`config.mk`:
```
export PLATFORM = sky130hd
export DESIGN_NAME = modified_utf8_to_utf8_converter_core_flat
export DESIGN_NICKNAME = d
export VERILOG_FILES = /design/src/mu8_pkg.sv /design/src/mu8_in_if.sv /design/src/mu8_out_if.sv /design/src/mu8_front.sv /design/src/mu8_queue.sv /design/src/mu8_back.sv /design/src/modified_utf8_to_utf8_converter_core.sv /design/src/flat_wrapper.sv
export SDC_FILE = /design/constraint.sdc
export NUM_CORES = 1
export LEC_CHECK = 0
export BUFFER_PORTS_ARGS = -buffer_cell sky130_fd_sc_hd__clkbuf_2
export CORE_MARGIN = 5
export CORE_UTILIZATION = 35
export CTS_BUF_LIST = sky130_fd_sc_hd__clkbuf_2
export CTS_CLUSTER_DIAMETER = 30
export DETAILED_ROUTE_END_ITERATION = 8
export GPL_TIMING_DRIVEN = 0
export PLACE_DENSITY_LB_ADDON = 0.25
export SLEW_MARGIN = 10
export SYNTH_ARGS = -nofsm -noshare
export SYNTH_HDL_FRONTEND = slang
export SYNTH_SLANG_ARGS = --single-unit
```
`constraint.sdc`:
```
create_clock -name i_clk -period 8.6 [get_ports i_clk]
set_input_delay 0.43 -clock i_clk [delete_from_list [all_inputs] [get_ports i_clk]]
set_output_delay 0.43 -clock i_clk [all_outputs]
set_load 0.03 [all_outputs]
```
`src/mu8_pkg.sv`:
```
// mu8_pkg: shared types and constants of the modified UTF-8 to UTF-8 converter.
// No dependencies; used by every module of the block by scoped names.
`default_nettype none

package mu8_pkg;

    typedef enum logic [1:0] {
        KIND_NONE  = 2'd0,
        KIND_TWO   = 2'd1,
        KIND_THREE = 2'd2,
        KIND_SIX   = 2'd3
    } t_kind;

    localparam int unsigned GROUP_MAX = 5;
    localparam int unsigned CNT_W     = 3;

    localparam logic [7:0]  BYTE_ED   = 8'hED;
    localparam logic [7:0]  BYTE_C0   = 8'hC0;
    localparam logic [7:0]  BYTE_80   = 8'h80;
    localparam logic [7:0]  BYTE_NUL  = 8'h00;
    localparam logic [3:0]  HI_SURR   = 4'hA;
    localparam logic [2:0]  LEAD2_TAG = 3'b110;
    localparam logic [3:0]  LEAD3_TAG = 4'b1110;
    localparam logic [7:0]  LEAD4_PFX = 8'hF0;
    localparam logic [7:0]  CONT_PFX  = 8'h80;
    localparam logic [20:0] CP_OFFSET = 21'h10000;

    // bytes released by one input transaction, bytes[0] goes out first
    typedef struct packed {
        logic [GROUP_MAX-1:0][7:0] bytes;
        logic [CNT_W-1:0]          num;
        logic                      last;
    } t_group;

endpackage

`default_nettype wire

```
`src/mu8_in_if.sv`:
```
// mu8_in_if: valid/ready channel carrying one modified UTF-8 input byte.
// No dependencies.
`default_nettype none

interface mu8_in_if;
    logic       valid;
    logic       ready;
    logic [7:0] in_byte;
    logic       in_last;

    modport source (output valid, output in_byte, output in_last, input ready);
    modport sink   (input valid, input in_byte, input in_last, output ready);
endinterface

`default_nettype wire

```
`src/mu8_out_if.sv`:
```
// mu8_out_if: valid/ready channel carrying one standard UTF-8 output byte.
// No dependencies.
`default_nettype none

interface mu8_out_if;
    logic       valid;
    logic       ready;
    logic [7:0] out_byte;
    logic       run_last;
    logic       stream_end;

    modport source (output valid, output out_byte, output run_last, output stream_end,
                     input ready);
    modport sink   (input valid, input out_byte, input run_last, input stream_end,
                     output ready);
endinterface

`default_nettype wire

```
`src/mu8_front.sv`:
```
// mu8_front: accepts input bytes, tracks the open sequence and forms output groups.
// Depends on mu8_pkg and mu8_in_if.
`default_nettype none

module mu8_front (
    input  wire              i_clk,
    input  wire              i_rst_n,
    mu8_in_if.sink           i_in,
    output logic             o_push_valid,
    input  wire              i_push_ready,
    output mu8_pkg::t_group  o_push_group
);

    mu8_pkg::t_kind                   r_kind, n_kind;
    logic [mu8_pkg::CNT_W-1:0]        r_cnt, n_cnt;
    logic [mu8_pkg::GROUP_MAX-1:0][7:0] r_buf;

    logic [5:0][7:0]                  wb;
    logic [mu8_pkg::CNT_W-1:0]        cnt1;
    logic [mu8_pkg::CNT_W-1:0]        kept;
    logic                             lead2, lead3, enter_six, done, flush, accept;
    logic [19:0]                      cp_raw;
    logic [20:0]                      cp;
    mu8_pkg::t_group                  grp;

    assign accept = i_in.valid && i_in.ready;

    // decode
    always_comb begin
        wb          = {8'h00, r_buf};
        wb[r_cnt]   = i_in.in_byte;
        cnt1        = r_cnt + 1'b1;
        lead2       = i_in.in_byte[7:5] == mu8_pkg::LEAD2_TAG;
        lead3       = i_in.in_byte[7:4] == mu8_pkg::LEAD3_TAG;
        enter_six   = (r_kind == mu8_pkg::KIND_THREE) && (r_cnt == 3'd1) &&
                      (r_buf[0] == mu8_pkg::BYTE_ED) &&
                      (i_in.in_byte[7:4] == mu8_pkg::HI_SURR);
        done        = (r_kind == mu8_pkg::KIND_TWO) ||
                      ((r_kind == mu8_pkg::KIND_THREE) && !enter_six && (cnt1 >= 3'd3)) ||
                      ((r_kind == mu8_pkg::KIND_SIX) && (cnt1 >= 3'd6));
        if (r_kind == mu8_pkg::KIND_NONE) begin
            kept = (lead2 || lead3) ? 3'd1 : 3'd0;
        end else begin
            kept = done ? 3'd0 : cnt1;
        end
        flush  = i_in.in_last && (kept != 3'd0);
        cp_raw = {wb[1][3:0], wb[2][5:0], wb[4][3:0], wb[5][5:0]};
        cp     = {1'b0, cp_raw} + mu8_pkg::CP_OFFSET;
    end

    // next state
    always_comb begin
        n_kind = r_kind;
        n_cnt  = kept;
        if ((kept == 3'd0) || i_in.in_last) begin
            n_kind = mu8_pkg::KIND_NONE;
            n_cnt  = 3'd0;
        end else if (r_kind == mu8_pkg::KIND_NONE) begin
            n_kind = lead2 ? mu8_pkg::KIND_TWO : mu8_pkg::KIND_THREE;
        end else if (enter_six) begin
            n_kind = mu8_pkg::KIND_SIX;
        end
    end

    // outputs
    always_comb begin
        grp      = '0;
        grp.last = i_in.in_last;
        if ((r_kind == mu8_pkg::KIND_NONE) && !(lead2 || lead3)) begin
            grp.bytes[0] = i_in.in_byte;
            grp.num      = 3'd1;
        end else if (flush) begin
            grp.bytes = wb[4:0];
            grp.num   = kept;
        end else if (done) begin
            case (r_kind)
                mu8_pkg::KIND_TWO: begin
                    if (wb[0] == mu8_pkg::BYTE_C0 && wb[1] == mu8_pkg::BYTE_80) begin
                        grp.bytes[0] = mu8_pkg::BYTE_NUL;
                        grp.num      = 3'd1;
                    end else begin
                        grp.bytes[0] = wb[0];
                        grp.bytes[1] = wb[1];
                        grp.num      = 3'd2;
                    end
                end
                mu8_pkg::KIND_THREE: begin
                    grp.bytes[0] = wb[0];
                    grp.bytes[1] = wb[1];
                    grp.bytes[2] = wb[2];
                    grp.num      = 3'd3;
                end
                mu8_pkg::KIND_SIX: begin
                    grp.bytes[0] = mu8_pkg::LEAD4_PFX | {5'd0, cp[20:18]};
                    grp.bytes[1] = mu8_pkg::CONT_PFX  | {2'd0, cp[17:12]};
                    grp.bytes[2] = mu8_pkg::CONT_PFX  | {2'd0, cp[11:6]};
                    grp.bytes[3] = mu8_pkg::CONT_PFX  | {2'd0, cp[5:0]};
                    grp.num      = 3'd4;
                end
                default: begin
                    grp.num = 3'd0;
                end
            endcase
        end
    end

    assign i_in.ready    = i_push_ready;
    assign o_push_valid  = accept && (grp.num != 3'd0);
    assign o_push_group  = grp;

    always_ff @(posedge i_clk) begin
        if (!i_rst_n) begin
            r_kind <= mu8_pkg::KIND_NONE;
            r_cnt  <= '0;
        end else if (accept) begin
            r_kind <= n_kind;
            r_cnt  <= n_cnt;
        end
    end

    always_ff @(posedge i_clk) begin
        if (accept) begin
            r_buf <= wb[4:0];
        end
    end

    a_cnt_range: assert property (@(posedge i_clk) disable iff (!i_rst_n)
        r_cnt <= 3'd5)
        else $error("held byte count out of range");

    a_kind_cnt: assert property (@(posedge i_clk) disable iff (!i_rst_n)
        (r_kind == mu8_pkg::KIND_NONE) == (r_cnt == 3'd0))
        else $error("sequence kind and held count disagree");

    a_two_cnt: assert property (@(posedge i_clk) disable iff (!i_rst_n)
        (r_kind == mu8_pkg::KIND_TWO) |-> (r_cnt == 3'd1))
        else $error("two-byte sequence holds wrong count");

    a_last_clears: assert property (@(posedge i_clk) disable iff (!i_rst_n)
        (accept && i_in.in_last) |=> (r_cnt == 3'd0))
        else $error("sequence left open after stream end");

endmodule

`default_nettype wire

```
`src/mu8_queue.sv`:
```
// mu8_queue: short FIFO of output groups between front and back.
// Depends on mu8_pkg.
`default_nettype none

module mu8_queue #(
    parameter int unsigned DEPTH = 4
) (
    input  wire              i_clk,
    input  wire              i_rst_n,
    input  wire              i_push_valid,
    output logic             o_push_ready,
    input  mu8_pkg::t_group  i_push_group,
    output logic             o_pop_valid,
    input  wire              i_pop_ready,
    output mu8_pkg::t_group  o_pop_group
);

    localparam int unsigned PW = (DEPTH > 1) ? $clog2(DEPTH) : 1;
    localparam int unsigned CW = $clog2(DEPTH + 1);

    mu8_pkg::t_group r_mem [DEPTH];
    logic [PW-1:0]   r_wr, r_rd;
    logic [CW-1:0]   r_count;
    logic            push, pop;

    assign o_push_ready = r_count != CW'(DEPTH);
    assign o_pop_valid  = r_count != '0;
    assign o_pop_group  = r_mem[r_rd];
    assign push         = i_push_valid && o_push_ready;
    assign pop          = o_pop_valid && i_pop_ready;

    always_ff @(posedge i_clk) begin
        if (!i_rst_n) begin
            r_wr    <= '0;
            r_rd    <= '0;
            r_count <= '0;
        end else begin
            if (push) begin
                r_wr <= (r_wr == PW'(DEPTH - 1)) ? '0 : r_wr + 1'b1;
            end
            if (pop) begin
                r_rd <= (r_rd == PW'(DEPTH - 1)) ? '0 : r_rd + 1'b1;
            end
            if (push && !pop) begin
                r_count <= r_count + 1'b1;
            end else if (pop && !push) begin
                r_count <= r_count - 1'b1;
            end
        end
    end

    always_ff @(posedge i_clk) begin
        if (push) begin
            r_mem[r_wr] <= i_push_group;
        end
    end

    a_count_max: assert property (@(posedge i_clk) disable iff (!i_rst_n)
        r_count <= CW'(DEPTH))
        else $error("queue overfilled");

    a_no_empty_group: assert property (@(posedge i_clk) disable iff (!i_rst_n)
        push |-> (i_push_group.num != '0))
        else $error("empty group queued");

    a_ptrs_match: assert property (@(posedge i_clk) disable iff (!i_rst_n)
        (r_count == '0) |-> (r_wr == r_rd))
        else $error("queue pointers disagree with empty count");

endmodule

`default_nettype wire

```
`src/mu8_back.sv`:
```
// mu8_back: sends the bytes of each queued group one per transaction.
// Depends on mu8_pkg and mu8_out_if.
`default_nettype none

module mu8_back (
    input  wire              i_clk,
    input  wire              i_rst_n,
    input  wire              i_pop_valid,
    output logic             o_pop_ready,
    input  mu8_pkg::t_group  i_pop_group,
    mu8_out_if.source        o_out
);

    logic [mu8_pkg::CNT_W-1:0] r_idx, n_idx;
    logic                      fin, send;

    assign fin   = r_idx == (i_pop_group.num - 1'b1);
    assign send  = o_out.valid && o_out.ready;
    assign n_idx = fin ? '0 : r_idx + 1'b1;

    assign o_out.valid      = i_pop_valid;
    assign o_out.out_byte   = i_pop_group.bytes[r_idx];
    assign o_out.run_last   = fin;
    assign o_out.stream_end = fin && i_pop_group.last;
    assign o_pop_ready      = o_out.ready && fin;

    always_ff @(posedge i_clk) begin
        if (!i_rst_n) begin
            r_idx <= '0;
        end else if (send) begin
            r_idx <= n_idx;
        end
    end

    a_idx_in_group: assert property (@(posedge i_clk) disable iff (!i_rst_n)
        i_pop_valid |-> (r_idx < i_pop_group.num))
        else $error("byte index beyond group");

    a_idx_idle: assert property (@(posedge i_clk) disable iff (!i_rst_n)
        !i_pop_valid |-> (r_idx == '0))
        else $error("byte index left mid-group with queue empty");

    a_wrap: assert property (@(posedge i_clk) disable iff (!i_rst_n)
        (send && fin) |=> (r_idx == '0))
        else $error("byte index not returned after group");

endmodule

`default_nettype wire

```
`src/modified_utf8_to_utf8_converter_core.sv`:
```
// modified_utf8_to_utf8_converter_core: top level, front + group queue + back.
// Depends on mu8_pkg, mu8_in_if, mu8_out_if, mu8_front, mu8_queue, mu8_back.
//
//  channel | dir | payload                          | handshake
//  i_in    | in  | in_byte[7:0], in_last            | valid/ready
//  o_out   | out | out_byte[7:0], run_last, stream_end | valid/ready
//
// One input byte per cycle is taken while the group queue has room; any output
// group that it completes is written into the queue as it is taken. The back end
// sends one byte per cycle while o_out is ready; a group holds 1 to 5 bytes.
// Synchronous active-low reset clears the sequence state, queue and byte index.
// Input and output stall independently; the queue (QUEUE_DEPTH groups) sits between.
`default_nettype none

module modified_utf8_to_utf8_converter_core #(
    parameter int unsigned QUEUE_DEPTH = 4
) (
    input  wire     i_clk,
    input  wire     i_rst_n,
    mu8_in_if.sink  i_in,
    mu8_out_if.source o_out
);

    logic            push_valid, push_ready, pop_valid, pop_ready;
    mu8_pkg::t_group push_group, pop_group;

    mu8_front u_front (
        .i_clk        (i_clk),
        .i_rst_n      (i_rst_n),
        .i_in         (i_in),
        .o_push_valid (push_valid),
        .i_push_ready (push_ready),
        .o_push_group (push_group)
    );

    mu8_queue #(
        .DEPTH (QUEUE_DEPTH)
    ) u_queue (
        .i_clk        (i_clk),
        .i_rst_n      (i_rst_n),
        .i_push_valid (push_valid),
        .o_push_ready (push_ready),
        .i_push_group (push_group),
        .o_pop_valid  (pop_valid),
        .i_pop_ready  (pop_ready),
        .o_pop_group  (pop_group)
    );

    mu8_back u_back (
        .i_clk       (i_clk),
        .i_rst_n     (i_rst_n),
        .i_pop_valid (pop_valid),
        .o_pop_ready (pop_ready),
        .i_pop_group (pop_group),
        .o_out       (o_out)
    );

endmodule

`default_nettype wire
```
`src/flat_wrapper.sv`:
```
// flat-port wrapper written by rule: the top's interface ports become plain ports
module modified_utf8_to_utf8_converter_core_flat 
#(
    parameter int unsigned QUEUE_DEPTH = 4
)
  (i_clk, i_rst_n, i_in_valid, i_in_in_byte, i_in_in_last, i_in_ready, o_out_valid, o_out_out_byte, o_out_run_last, o_out_stream_end, o_out_ready);
  mu8_in_if i_in_i ();
  mu8_out_if o_out_i ();
  input  wire i_clk;
  input  wire i_rst_n;
  input wire logic [$bits(i_in_i.valid)-1:0] i_in_valid;
  input wire logic [$bits(i_in_i.in_byte)-1:0] i_in_in_byte;
  input wire logic [$bits(i_in_i.in_last)-1:0] i_in_in_last;
  output wire logic [$bits(i_in_i.ready)-1:0] i_in_ready;
  output wire logic [$bits(o_out_i.valid)-1:0] o_out_valid;
  output wire logic [$bits(o_out_i.out_byte)-1:0] o_out_out_byte;
  output wire logic [$bits(o_out_i.run_last)-1:0] o_out_run_last;
  output wire logic [$bits(o_out_i.stream_end)-1:0] o_out_stream_end;
  input wire logic [$bits(o_out_i.ready)-1:0] o_out_ready;
  assign i_in_i.valid = i_in_valid;
  assign i_in_i.in_byte = i_in_in_byte;
  assign i_in_i.in_last = i_in_in_last;
  assign i_in_ready = i_in_i.ready;
  assign o_out_valid = o_out_i.valid;
  assign o_out_out_byte = o_out_i.out_byte;
  assign o_out_run_last = o_out_i.run_last;
  assign o_out_stream_end = o_out_i.stream_end;
  assign o_out_i.ready = o_out_ready;
  modified_utf8_to_utf8_converter_core #(.QUEUE_DEPTH(QUEUE_DEPTH)) u_core (.i_clk(i_clk), .i_rst_n(i_rst_n), .i_in(i_in_i), .o_out(o_out_i));
endmodule
```
==> results list, run 1 <==
- Layout cell share with drive strength beyond 1: 24.49%
* Worst min path class: input pin to register
- A synthesized cell averages about 16 um^2.
- In this run the number of H-tree levels came out at 2.
- Number of buffers added for setup after CTS: 0
- After synthesis, the largest family of logic cells by area is multiplexers.
- Post-synthesis share of cell area spent on full adders, half adders and majority gates: between 2 and 2.5%
- Met3 capacity usage during global routing: under 10%
- Arrival time at the worst endpoint: a little over 5000 ps
- Post-Synthesis Cell Area: slightly above 10,000 um^2
- Pint: 1.958 mW
- Detailed-router iteration count before antenna repair: 5
- Summing the areas of all and, or, nand and nor instances in the mapped netlist gives 6.970% of the synthesized area.
- The number of antenna violations at the first check in global routing was 2.
- Crit path launch type: register
- Compared with the post-synthesis result, the final layout area differs by 11.45%.
* Static Leak: between 3 and 4 nW
* Post-detailed-route DRC marker count: 0
- In this run, the clock network consumes 23.9% of the power.
* GRT Util Overall: between 10% and 20%
- Routability congestion estimate from global placement: approximately 0.85
- Horizontal die dimension: approximately 180 um
- Core Region: ~29,000 um^2
- Adding up every negative setup slack in the final design gives 0 ps.
- Number of enable flip-flop cells after synthesis: roughly 220
- Peak fanout along the critical path: 10
* Power density over the cells: around 250 nW/um^2
* Measured slew at the worst slew-check pin: around 1100 ps
- Syn_nets: slightly below 700
* Std-Cell Rows: 62
- DRT iter0 DRCs: approximately 530
- Leaving out fill and tap cells, the most frequent cells in the layout are 216 x edfxtp_1, 105 x clkbuf_2, 44 x mux4_2.
* CTS Buffer Depth: 3
- In this run, distinct cell masters in the synthesized netlist total 55.
- On the worst path, the slowest cell contributes a delay of around 500 ps.
- In this run the remaining antenna-violating nets after routing total 0.
* Ordered list of cells on the worst path: buf_6, nor3b_2, buf_6, mux2i_1, ha_1, nand2_1, or4_1, a31oi_1, o21a_1, buf_4, ha_1, inv_1, fa_1, xor2_1, or3_1, a21boi_0
* Fraction of the mapped netlist area in compound gates: under 10%
- For the final database, setup skew stands at a little over 70 ps.
- Proportion of power drawn by combinational gates: 25.5%
* Sw Share: approximately 33%
- Setup repair after global routing left no endpoint under its margin.
- Share of async-settable or async-resettable flops after synthesis: 0%
- Detailed-route vias per instance: just over 5
- TritonCTS built the clock tree.
- The count of buffers added on input and output ports is 20.
- Sequential share of power: between 50% and 60%
* Clk sink count: approximately 230
- Die Height: ~180 um
- Root buffer selected by CTS: clkbuf_2
- Register area share after synthesis: 66.37%
* Top achievable clock speed: 0.2300 GHz
- Result of the run: finished clean
- Min Tclk post-route: roughly 4300 ps
- The worst-case IR drop observed on VDD is roughly 0.000077 V.
* Dpl hpwl: around 16,000 um
- Headroom to the max-slew limit: between 20% and 30%
* Post-synthesis instance total: approximately 660
- Most used flip-flop cell after synthesis: edfxtp_1
* Clock Pin Slew Worst Setup and Hold Paths: ~100 ps
* Wirelength per Cell: just over 20 um
- Setup violations remaining at the end of the flow were counted as 0.
- The tightest hold path in the finished design has a slack of about 140 ps.
* Endpoint kind of the worst setup timing path: register
- Synthesis warning total: 0
- The worst setup path is of the register to register kind.
- Most utilized layer in the global route result: met2
- Dividing the final minimum period by the clock period gives 50.55%.
* Top cell family by delay on the critical path: simple AND/OR/NAND/NOR gates
- The final layout contains between 700 and 800 nets.
- Required @ worst endpoint: about 9400 ps
- Num CTS Buffers: between 50 and 60
* First-pass GRT wire length: 37,600 um
- For this run, global-route usage on met2 was measured as between 20% and 30%.
- Number of buffer and inverter instances along the worst setup path: 4
* Insertion delay to the later sink of the worst-skew pair: about 840 ps
- Multiplexer share of the synthesized area: ~16%
- Met1 track utilization from global routing: roughly 20%
- Effective utilization at floorplan: 35.64%
- Summed over all layers, the global routing overflow is 0.
- Of the total synthesized cell area, the portion taken by XOR and XNOR cells is 1.022%.
- The number of pins with negative max-slew slack in the final report came to 0.
- In this run, synthesis produced a sequential element count of 233.
- Leaving out fill and tap cells, the most frequent cell in the layout is edfxtp_1.
* Via count of the first global-routing pass: about 6,400
* Routed via count: between 6,000 and 7,000
- The die covers 32,920 um^2.
- Max-cap violation count: 0
- I/O pin count: 25
- Pin count of the biggest net entering global routing: 45
- Wires add up to about 24,000 um.
- Total net switching power: ~0.96 mW
- Number of inserted filler cells in the final layout: between 2,000 and 3,000
- The largest individual stage delay along the critical path comes from the cell or4_1.
* Hold violation count in the final report: 0
## through the flow
stage | total power [mW] | worst slack (ps) | std cells | instance area (um^2) | util [%]
floorplan | 2.003 | 4634 | 663 | 10290 | -
global placement | 2.228 | 3285 | 1067 | 10870 | 37.66
detailed placement | 2.253 | 4164 | 1068 | 10900 | 37.78
CTS | 2.956 | 4025 | 1176 | 11450 | 39.68
global route | 3.087 | 3868 | 1181 | 11460 | 39.72
finish | 2.915 | 4253 | 1181 | 11460 | 39.72
## flip-flops by register name, summed over array words and instances (netlist names), named ones only
name	count
u_core.u_queue.r_mem	176
u_core.u_front.r_buf	40
u_core.u_back.r_idx	3
u_core.u_front.r_cnt	3
u_core.u_queue.r_count	3
u_core.u_front.r_kind	2
u_core.u_queue.r_rd	2
u_core.u_queue.r_wr	2
## cells in the mapped netlist, types with 2 or more instances
cell type  instances  area (um^2)
and2_1             9        56.30
ha_1              14        175.2
xnor2_1            8        70.07
buf_2              4        20.02
maj3_1             2        20.02
a31oi_1            2        12.51
nand3_1            3        15.01
dfxtp_1           17        340.3
nand2_1           36        135.1
o21ai_0           14        70.07
o21ai_1            8        40.04
nand4b_1           3        26.28
a221o_1            3        30.03
or3_1              6        37.54
inv_1             38        142.6
and3_1             2        12.51
xor2_1             4        35.03
mux2_2            18        202.7
a21oi_1           20        100.1
o311ai_1           3        26.28
o22ai_1           11        68.82
nor3_1             9        45.04
a211oi_1           2        15.01
buf_1              8        30.03
or4_1              3        22.52
nor2b_1           15        93.84
nor2_1            40        150.1
or2_1              3        18.77
clkbuf_1          23        86.33
a31o_2             2        17.52
edfxtp_1         216         6486
nor3_2             2        20.02
mux4_2            44        991.0
buf_6              2        22.52
mux2i_1           41        410.4
nor4_1             6        37.54
a21o_1             2        15.01
buf_4              2        15.01
a22o_1             2        17.52
## metal layers
| layer | routed length [um] | vias to the layer above | share of wire, % |
|---|---|---|---|
| li1 | - | 2763 | - |
| met3 | 1548 | 39 | 6.4 |
| met2 | 11470 | 223 | 47 |
| met4 | 519 | 2 | 2.1 |
| met1 | 10820 | 3054 | 44 |
| met5 | 10 | - | 0.041 |
## power groups by stage
stage	clock network [mW]	registers, mW	logic (mW)
final	0.696	1.47	0.745
after global routing	0.786	1.49	0.814
after CTS	0.724	1.47	0.757
after detailed placement	0	1.50	0.752
after global placement	0	1.50	0.728
after floorplan	0	1.49	0.517
## final timing paths
path	to	start	depth (start not counted)	slack [ps]
setup / recovery	u_core.u_queue.r_count[2]$_SDFFE_PN0P_	u_core.u_front.r_cnt[0]$_SDFFE_PN0P_	16	4250
hold / removal	u_core.u_front.r_buf[0]$_DFFE_PP_	i_in_in_byte[0]	2	140
setup reg to reg	u_core.u_queue.r_count[2]$_SDFFE_PN0P_	u_core.u_front.r_cnt[0]$_SDFFE_PN0P_	16	4250
hold reg to reg	u_core.u_queue.r_wr[1]$_SDFFE_PN0P_	u_core.u_queue.r_wr[1]$_SDFFE_PN0P_	2	520
## cells by family (layout without fill, tap and decap cells)
family,after synthesis,after routing
muxes,104,104
buffers and inverters,78,207
DFF,233,233
adders and majority gates,17,17
other,0,5
xor gates and xnor gates,12,12
and+or+nand+nor,142,142
AOI/OAI and AO/OA,77,77
## repair_timing
| action | CTS | global route |
|---|---|---|
| hold buffers | 5 | 0 |
| endpoints found under the setup margin | 0 | 0 |
| resized for setup | 0 | 0 |
| endpoints found under the hold margin | 12 | 0 |
## area by class of cell
cell class | count | area, um^2 | share of cell area, %
Antenna cell | 5 | 12.51 | 0.1091
Buffer | 39 | 173.9 | 1.517
Clock buffer | 85 | 425.4 | 3.711
Clock inverter | 18 | 72.57 | 0.6330
Inverter | 39 | 146.4 | 1.277
Multi-Input combinational cell | 352 | 3156 | 27.53
Sequential cell | 233 | 6827 | 59.55
Tap cell | 384 | 480.5 | 4.191
Timing Repair Buffer | 26 | 170.2 | 1.484
Note: power is estimated with default switching activity, not from simulation.
==> run 2, diff against run 1 <==
Clock period 8.6 ns to 3.9 ns, I/O delays scaled along.
==> results list, run 2 (synthesized netlist as in run 1, its figures left out) <==
* Result of the run: finished clean (unchanged)
- Effective utilization at floorplan: 35.64% (unchanged)
- The buffer levels on the longest clock path is 3 (unchanged).
* Peak supply drop: 0.0001938 V (was 0.00007694 V)
* Num CTS Buffers: 56 (was 59)
- RSZ-0062 raised after global routing: yes (was no).
- Worst min path class: input pin to register (unchanged)
- The die area is 32,920 um^2 (unchanged).
* P&R area growth vs syn: 13.94% (was 11.45%)
- PortBufs: 20 (unchanged)
- Headroom to the max-slew limit: 32.63% (was 24.94%)
* Layout cell share with drive strength beyond 1: 25.91% (was 24.49%)
* Final Skew: 63.86 ps (was 72.62 ps)
- # nets final: 787 (was 778)
- The delay contributed by the slowest stage of the critical path came to 540 ps (was 510 ps).
- The first-pass GRT wire length was 37,520 um (was 37,600 um).
* Top cell family by delay on the critical path: compound AO/OA/AOI/OAI gates (was simple AND/OR/NAND/NOR gates)
* Clk sink count: 233 (unchanged)
* Static Leak: 4.043 nW (was 3.961 nW)
- The largest net degree at the start of global routing was 45 (unchanged).
* Core Region: 28,860 um^2 (unchanged)
- Dpl hpwl: 16,040 um (was 16,280 um)
* Arrival time at the worst endpoint: 4520 ps (was 5110 ps)
- The total number of placement rows is 62 (unchanged).
* TritonCTS clock tree: done (unchanged)
* Measured slew at the worst slew-check pin: 1005 ps (was 1126 ps)
- The power density relative to cell area was 556.9 nW/um^2 (was 254.3 nW/um^2).
- Final critical-path share of the clock period: 97.26% (was 50.55%)
- Cell with the largest stage delay on the worst path: dfxtp_1 (was or4_1)
* Placed instance area: 10,920 um^2 (was 10,900 um^2)
- Total congestion overflow after global routing: 0 (unchanged)
- The required time of the worst setup path came to 4620 ps (was 9360 ps).
- The maximum fanout encountered on the critical timing path was 7 (was 10).
- Post-detailed-route DRC marker count: 0 (unchanged)
- The commonest non-fill, non-tap cell in the layout is edfxtp_1 (unchanged).
- The via count normalized by instance count was 5.172 (was 5.149).
- Power consumption: 6.527 mW (was 2.915 mW)
- The total global routing track utilization was 14.65% (was 14.78%).
* Crit path launch type: register (unchanged)
- The number of flip-flops in the largest register came to 176 (unchanged).
- The count of boundary I/O pins came to 25 (unchanged).
- Fin. max-slew vios: 0 (unchanged)
- Antenna violations before repair: 1 (was 2)
* Top achievable clock speed: 0.2636 GHz (was 0.2300 GHz)
* Max-cap violation count: 0 (unchanged)
- Most flop-heavy register: u_core.u_queue.r_mem (unchanged)
- The detailed-route wire length is 24,160 um (was 24,380 um).
* DRT iter0 DRCs: 482 (was 534)
- The buffers plus inverters on the worst setup path came to 2 (was 4).
- Highest-count cells in the layout ignoring fill and taps: 216 x edfxtp_1, 94 x clkbuf_2, 44 x mux4_2 (was 216 x edfxtp_1, 105 x clkbuf_2, 44 x mux4_2)
- The minimum clock period came to 3793 ps (was 4347 ps).
- Number of H-tree branching levels: 2 (unchanged)
* Endpoint kind of the worst setup timing path: register (unchanged)
- Clock Pin Slew Worst Setup and Hold Paths: 100 ps (about the same)
- Post-placement setup slack: -535.9 ps (was 4164 ps)
* Die Height: 181.4 um (unchanged)
- Detailed-router iteration count before antenna repair: 5 (unchanged)
- The summed area of non-filler cells in the final layout came to 11,720 um^2 (was 11,460 um^2).
* Category of the critical setup timing path: register to register (unchanged)
- The wire length per cell came to 20.47 um (was 20.64 um).
- The final weighted congestion in routability-driven placement came to 0.8401 (was 0.8498).
- Ordered list of cells on the worst path: ha_1, xor2_1, o311ai_2, o2bb2ai_1, nor2_1, a31oi_4, o21a_1, buf_4, ha_1, inv_1, fa_1, xor2_1, or3_1, a21boi_1 (was buf_6, nor3b_2, buf_6, mux2i_1, ha_1, nand2_1, or4_1, a31oi_1, o21a_1, buf_4, ha_1, inv_1, fa_1, xor2_1, or3_1, a21boi_0).
- Final WS setup: 106.8 ps (was 4253 ps)
* Post-layout utilization of the core: 40.61% (was 39.72%)
- The count of nets left with antenna violations after detail routing came to 0 (unchanged).
* Summed negative setup slack over all endpoints: 0 ps (unchanged)
- Largest registers: u_core.u_queue.r_mem (176), u_core.u_front.r_buf (40) (unchanged).
- Insertion delay to the later sink of the worst-skew pair: 840 ps (about the same)
- Root buffer selected by CTS: clkbuf_2 (unchanged)
* Count of final setup violators: 0 (unchanged)
- Hold violation count in the final report: 0 (unchanged)
- The via count of the routed design came to 6,103 (was 6,081).
* Via count of the first global-routing pass: 6,499 (was 6,417)
- The x dimension of the die was 181.4 um (unchanged).
==> run 2: path summary, 6_finish.rpt <==
path                            slack (ps)                                      to  depth (start not counted)                                    from
worst max register to register         110  u_core.u_queue.r_count[2]$_SDFFE_PN0P_                         14    u_core.u_front.r_cnt[1]$_SDFFE_PN0P_
worst min register to register         520  u_core.u_queue.r_count[2]$_SDFFE_PN0P_                          2  u_core.u_queue.r_count[2]$_SDFFE_PN0P_
worst max-delay path                   110  u_core.u_queue.r_count[2]$_SDFFE_PN0P_                         14    u_core.u_front.r_cnt[1]$_SDFFE_PN0P_
worst min-delay path                   100   u_core.u_queue.r_mem[3][32]$_DFFE_PP_                          3                         i_in_in_byte[4]
==> run 2: final cells by class <==
class	instances	area (um^2)
Multi-Input combinational cell	352	3268
Clock buffer	72	360.3
Antenna cell	1	2.502
Tap cell	384	480.5
Inverter	39	146.4
Clock inverter	22	145.1
Sequential cell	233	6830
Timing Repair Buffer	39	285.3
Buffer	38	201.4
Fill cell	2695	17140
==> run 2: worst reg2reg max path, stage by stage, from the launching register on <==
cell       delay, ps
dfxtp_1          540
ha_1             310
xor2_1           310
o311ai_2         170
o2bb2ai_1        480
nor2_1           160
a31oi_4          190
o21a_1           150
buf_4            150
ha_1             190
inv_1             70
fa_1             390
xor2_1           180
or3_1            310
a21boi_1         160
==> run 2: layer usage <==
layer	wire length, um	track usage (%)
met5	0	0
met4	450	4.353
met3	1588	3.381
met2	11790	24.06
met1	10330	19.54
==> run 2: power breakdown <==
group / switching, mW / leakage (nW) / internal (mW)
combinational: 1.07 / 1.51 / 0.629
sequential: 0.103 / 2.17 / 3.15
clock: 0.930 / 0.363 / 0.642
==> run 2: per-stage QoR <==
step	hold WS, ps	std cells
2_1_floorplan	293.9	663
3_3_place_gp	465.5	1067
3_5_place_dp	475.7	1069
4_1_cts	13.44	1178
5_1_grt	98.85	1180
6_report	104.8	1180
==> run 2: what timing repair did <==
item | CTS | global route
hold buffers | 10 | 0
hold endpoints to repair | 53 | 0
resized for setup | 25 | 10
pin swaps | 1 | 1
endpoints found under the setup margin | 187 | 8
buffers inserted | 5 | 2
==> run 3, diff against run 2 <==
Settings changed: BUFFER_PORTS_ARGS -buffer_cell sky130_fd_sc_hd__clkbuf_2 to -buffer_cell sky130_fd_sc_hd__buf_2, PLACE_DENSITY_LB_ADDON 0.25 to not set.
==> results list, run 3 (synthesized netlist as in run 1, its figures left out) <==
* Result of the run: finished clean (unchanged)
* I/O pin count: 25 (unchanged)
* Layout cell share with drive strength beyond 1: 29.07% (was 25.91%)
- Power density over the cells: 568.8 nW/um^2 (was 556.9 nW/um^2)
- The x dimension of the die is 181.4 um (unchanged).
- The count of input and output buffers is 20 (unchanged).
- The worst ir drop on vdd was 0.0002340 V (was 0.0001938 V).
- Count of final setup violators: 0 (unchanged)
- The number of violations reported at the end of detailed-routing iteration 0 is 561 (was 482).
- Die Area: 32,920 um^2 (unchanged)
* Detailed-route vias per instance: 5.180 (was 5.172)
- Most common cell after layout, fill and taps aside: edfxtp_1 (unchanged)
- The worst setup slack after placement was -489.0 ps (was -535.9 ps).
* Cell with the largest stage delay on the worst path: or4_4 (was dfxtp_1)
- Headroom to the max-slew limit: 33.93% (was 32.63%)
- The number of flip-flops in the largest register came to 176 (unchanged).
- TritonCTS clock tree: done (unchanged)
* Pin count of the biggest net entering global routing: 45 (unchanged)
- The worst clock skew on the final layout came to 95.04 ps (was 63.86 ps).
* Highest-count cells in the layout ignoring fill and taps: 216 x edfxtp_1, 97 x clkbuf_2, 44 x mux4_2 (was 216 x edfxtp_1, 94 x clkbuf_2, 44 x mux4_2)
* Arrival time at the worst endpoint: 4490 ps (was 4520 ps)
* First-pass GRT wire length: 37,030 um (was 37,520 um)
* Effective utilization at floorplan: 35.64% (unchanged)
* # nets final: 792 (was 787)
- The number of antenna violations at the first check in global routing was 1 (unchanged).
- The residual DRC count was 0 (unchanged).
* Final WS setup: 173.7 ps (was 106.8 ps)
- Top cell family by delay on the critical path: simple AND/OR/NAND/NOR gates (was compound AO/OA/AOI/OAI gates)
* Clock Pin Slew Worst Setup and Hold Paths: 100 ps (about the same)
* Required @ worst endpoint: 4670 ps (was 4620 ps)
* Routability congestion estimate from global placement: 0.8047 (was 0.8401)
- Ordered list of cells on the worst path: buf_6, nor3b_4, buf_6, mux2i_4, ha_2, nand2_1, or4_4, a31oi_4, o21a_1, buf_6, ha_2, inv_1, fa_2, xor2_1, or3_1, a21boi_1 (was ha_1, xor2_1, o311ai_2, o2bb2ai_1, nor2_1, a31oi_4, o21a_1, buf_4, ha_1, inv_1, fa_1, xor2_1, or3_1, a21boi_1).
- Wirelength per Cell: 20.56 um (was 20.47 um)
- The overall power after layout was 6.690 mW (was 6.527 mW).
- The H-tree depth reported by CTS came to 2 (unchanged).
* Placed instance area: 10,900 um^2 (was 10,920 um^2)
- Number of inserted filler cells in the final layout: 2,721 (was 2,695)
- RSZ-0062 raised after global routing: yes (unchanged).
- Crit-path max cell delay: 530 ps (was 540 ps)
- The buffers plus inverters on the worst setup path is 4 (was 2).
- The buffer levels on the longest clock path was 3 (unchanged).
- Via count of the first global-routing pass: 6,235 (was 6,499)
* P&R area growth vs syn: 14.35% (was 13.94%)
- The sort of element at the end of the critical path is a register (unchanged).
* GRT Util Overall: 14.69% (was 14.65%)
* Worst min path class: input pin to register (unchanged)
- Root buffer selected by CTS: clkbuf_2 (unchanged)
- The number of pins with negative max-slew slack in the final report was 0 (unchanged).
* Final critical-path share of the clock period: 95.55% (was 97.26%)
* Summed negative setup slack over all endpoints: 0 ps (unchanged)
* Measured slew at the worst slew-check pin: 985.6 ps (was 1005 ps)
- The minimum clock period was 3726 ps (was 3793 ps).
* Static Leak: 4.103 nW (was 4.043 nW)
- Largest registers: u_core.u_queue.r_mem (176), u_core.u_front.r_buf (40) (unchanged)
- The kind of launch point of the worst setup path is a register (unchanged).
- Clk sink count: 233 (unchanged)
- Category of the critical setup timing path: register to register (unchanged)
* Std-Cell Rows: 62 (unchanged)
* Hold violation count in the final report: 0 (unchanged)
* Total congestion overflow after global routing: 0 (unchanged)
* Insertion delay to the later sink of the worst-skew pair: 860 ps (was 840 ps)
* Cell with the most instances on the worst path: buf_6
* Final design instance area without fill: 11,760 um^2 (was 11,720 um^2)
- Routed via count: 6,164 (was 6,103)
* Routed Antenna Nets: 0 (unchanged)
* Detailed-router iteration count before antenna repair: 5 (unchanged)
* Peak fanout along the critical path: 8 (was 7)
- Max-cap violation count: 0 (unchanged)
- Footprint of the flip-flops and latches: 6830 um^2 (unchanged)
- The area of the core came to 28,860 um^2 (unchanged).
* Final wirelength: 24,460 um (was 24,160 um)
* Num CTS Buffers: 60 (was 56)
* Most flop-heavy register: u_core.u_queue.r_mem (unchanged)
- Die Height: 181.4 um (unchanged)
- Hold Slack: 154.9 ps (was 104.8 ps)
- Dpl hpwl: 15,470 um (was 16,040 um)
* Top achievable clock speed: 0.2684 GHz (was 0.2636 GHz)
- Area of combinational cells with multiple inputs: 3259 um^2 (was 3268 um^2)
run 3: path summary, 6_finish.rpt:
kind         slack [ps]                                endpoint                                   start  depth (start not counted)
max                 170  u_core.u_queue.r_count[2]$_SDFFE_PN0P_    u_core.u_front.r_cnt[0]$_SDFFE_PN0P_                         16
min                 150   u_core.u_queue.r_mem[1][32]$_DFFE_PP_                         i_in_in_byte[4]                          3
max reg2reg         170  u_core.u_queue.r_count[2]$_SDFFE_PN0P_    u_core.u_front.r_cnt[0]$_SDFFE_PN0P_                         16
min reg2reg         510  u_core.u_queue.r_count[2]$_SDFFE_PN0P_  u_core.u_queue.r_count[2]$_SDFFE_PN0P_                          2
run 3: routing by layer:
metal	global-route usage [%]	vias to the layer above	wire length (um)
li1	-	2782	-
met1	21.32	3121	11280
met2	22.29	225	11120
met3	2.941	36	1603
met4	4.803	0	457
met5	0	-	0
run 3: cell type report:
cell class                      count  area share, %
Antenna cell                        1        0.02127
Clock buffer                       93          3.957
Tap cell                          384          4.085
Multi-Input combinational cell    352          27.71
Timing Repair Buffer               39          2.383
Sequential cell                   233          58.07
Inverter                           39          1.245
Clock inverter                     10         0.8403
Buffer                             39          1.691
run 3: stage by stage:
step	util, %	std cells
floorplan	-	663
global route	40.76	1190
global placement	37.67	1067
CTS	40.46	1184
detailed placement	37.78	1068
finish	40.76	1190
run 3: power by group:
group	switching [mW]	internal, mW	total, mW
sequential	0.101	3.15	3.25
clock	0.976	0.760	1.74
combinational	1.08	0.628	1.70
run 3: timing repair:
| action | 4_1_cts | 5_1_grt |
|---|---|---|
| buffers inserted | 3 | 5 |
| hold endpoints to repair | 69 | 0 |
| setup endpoints to repair | 187 | 16 |
| pin swaps | 1 | 3 |
| hold buffers | 10 | 0 |
| gates resized for setup | 18 | 26 |
run 3: worst register-to-register path, delay by kind of cell, from the launching register on:
kind / cells / cell delay (ps)
AND/OR/NAND/NOR: 4 / 1080
buffers and inverters: 4 / 500
AO/OA/AOI/OAI: 3 / 500
XOR/XNOR: 1 / 170
multiplexers: 1 / 310
flip-flops: 1 / 360
adder cells (fa/ha/maj): 3 / 750
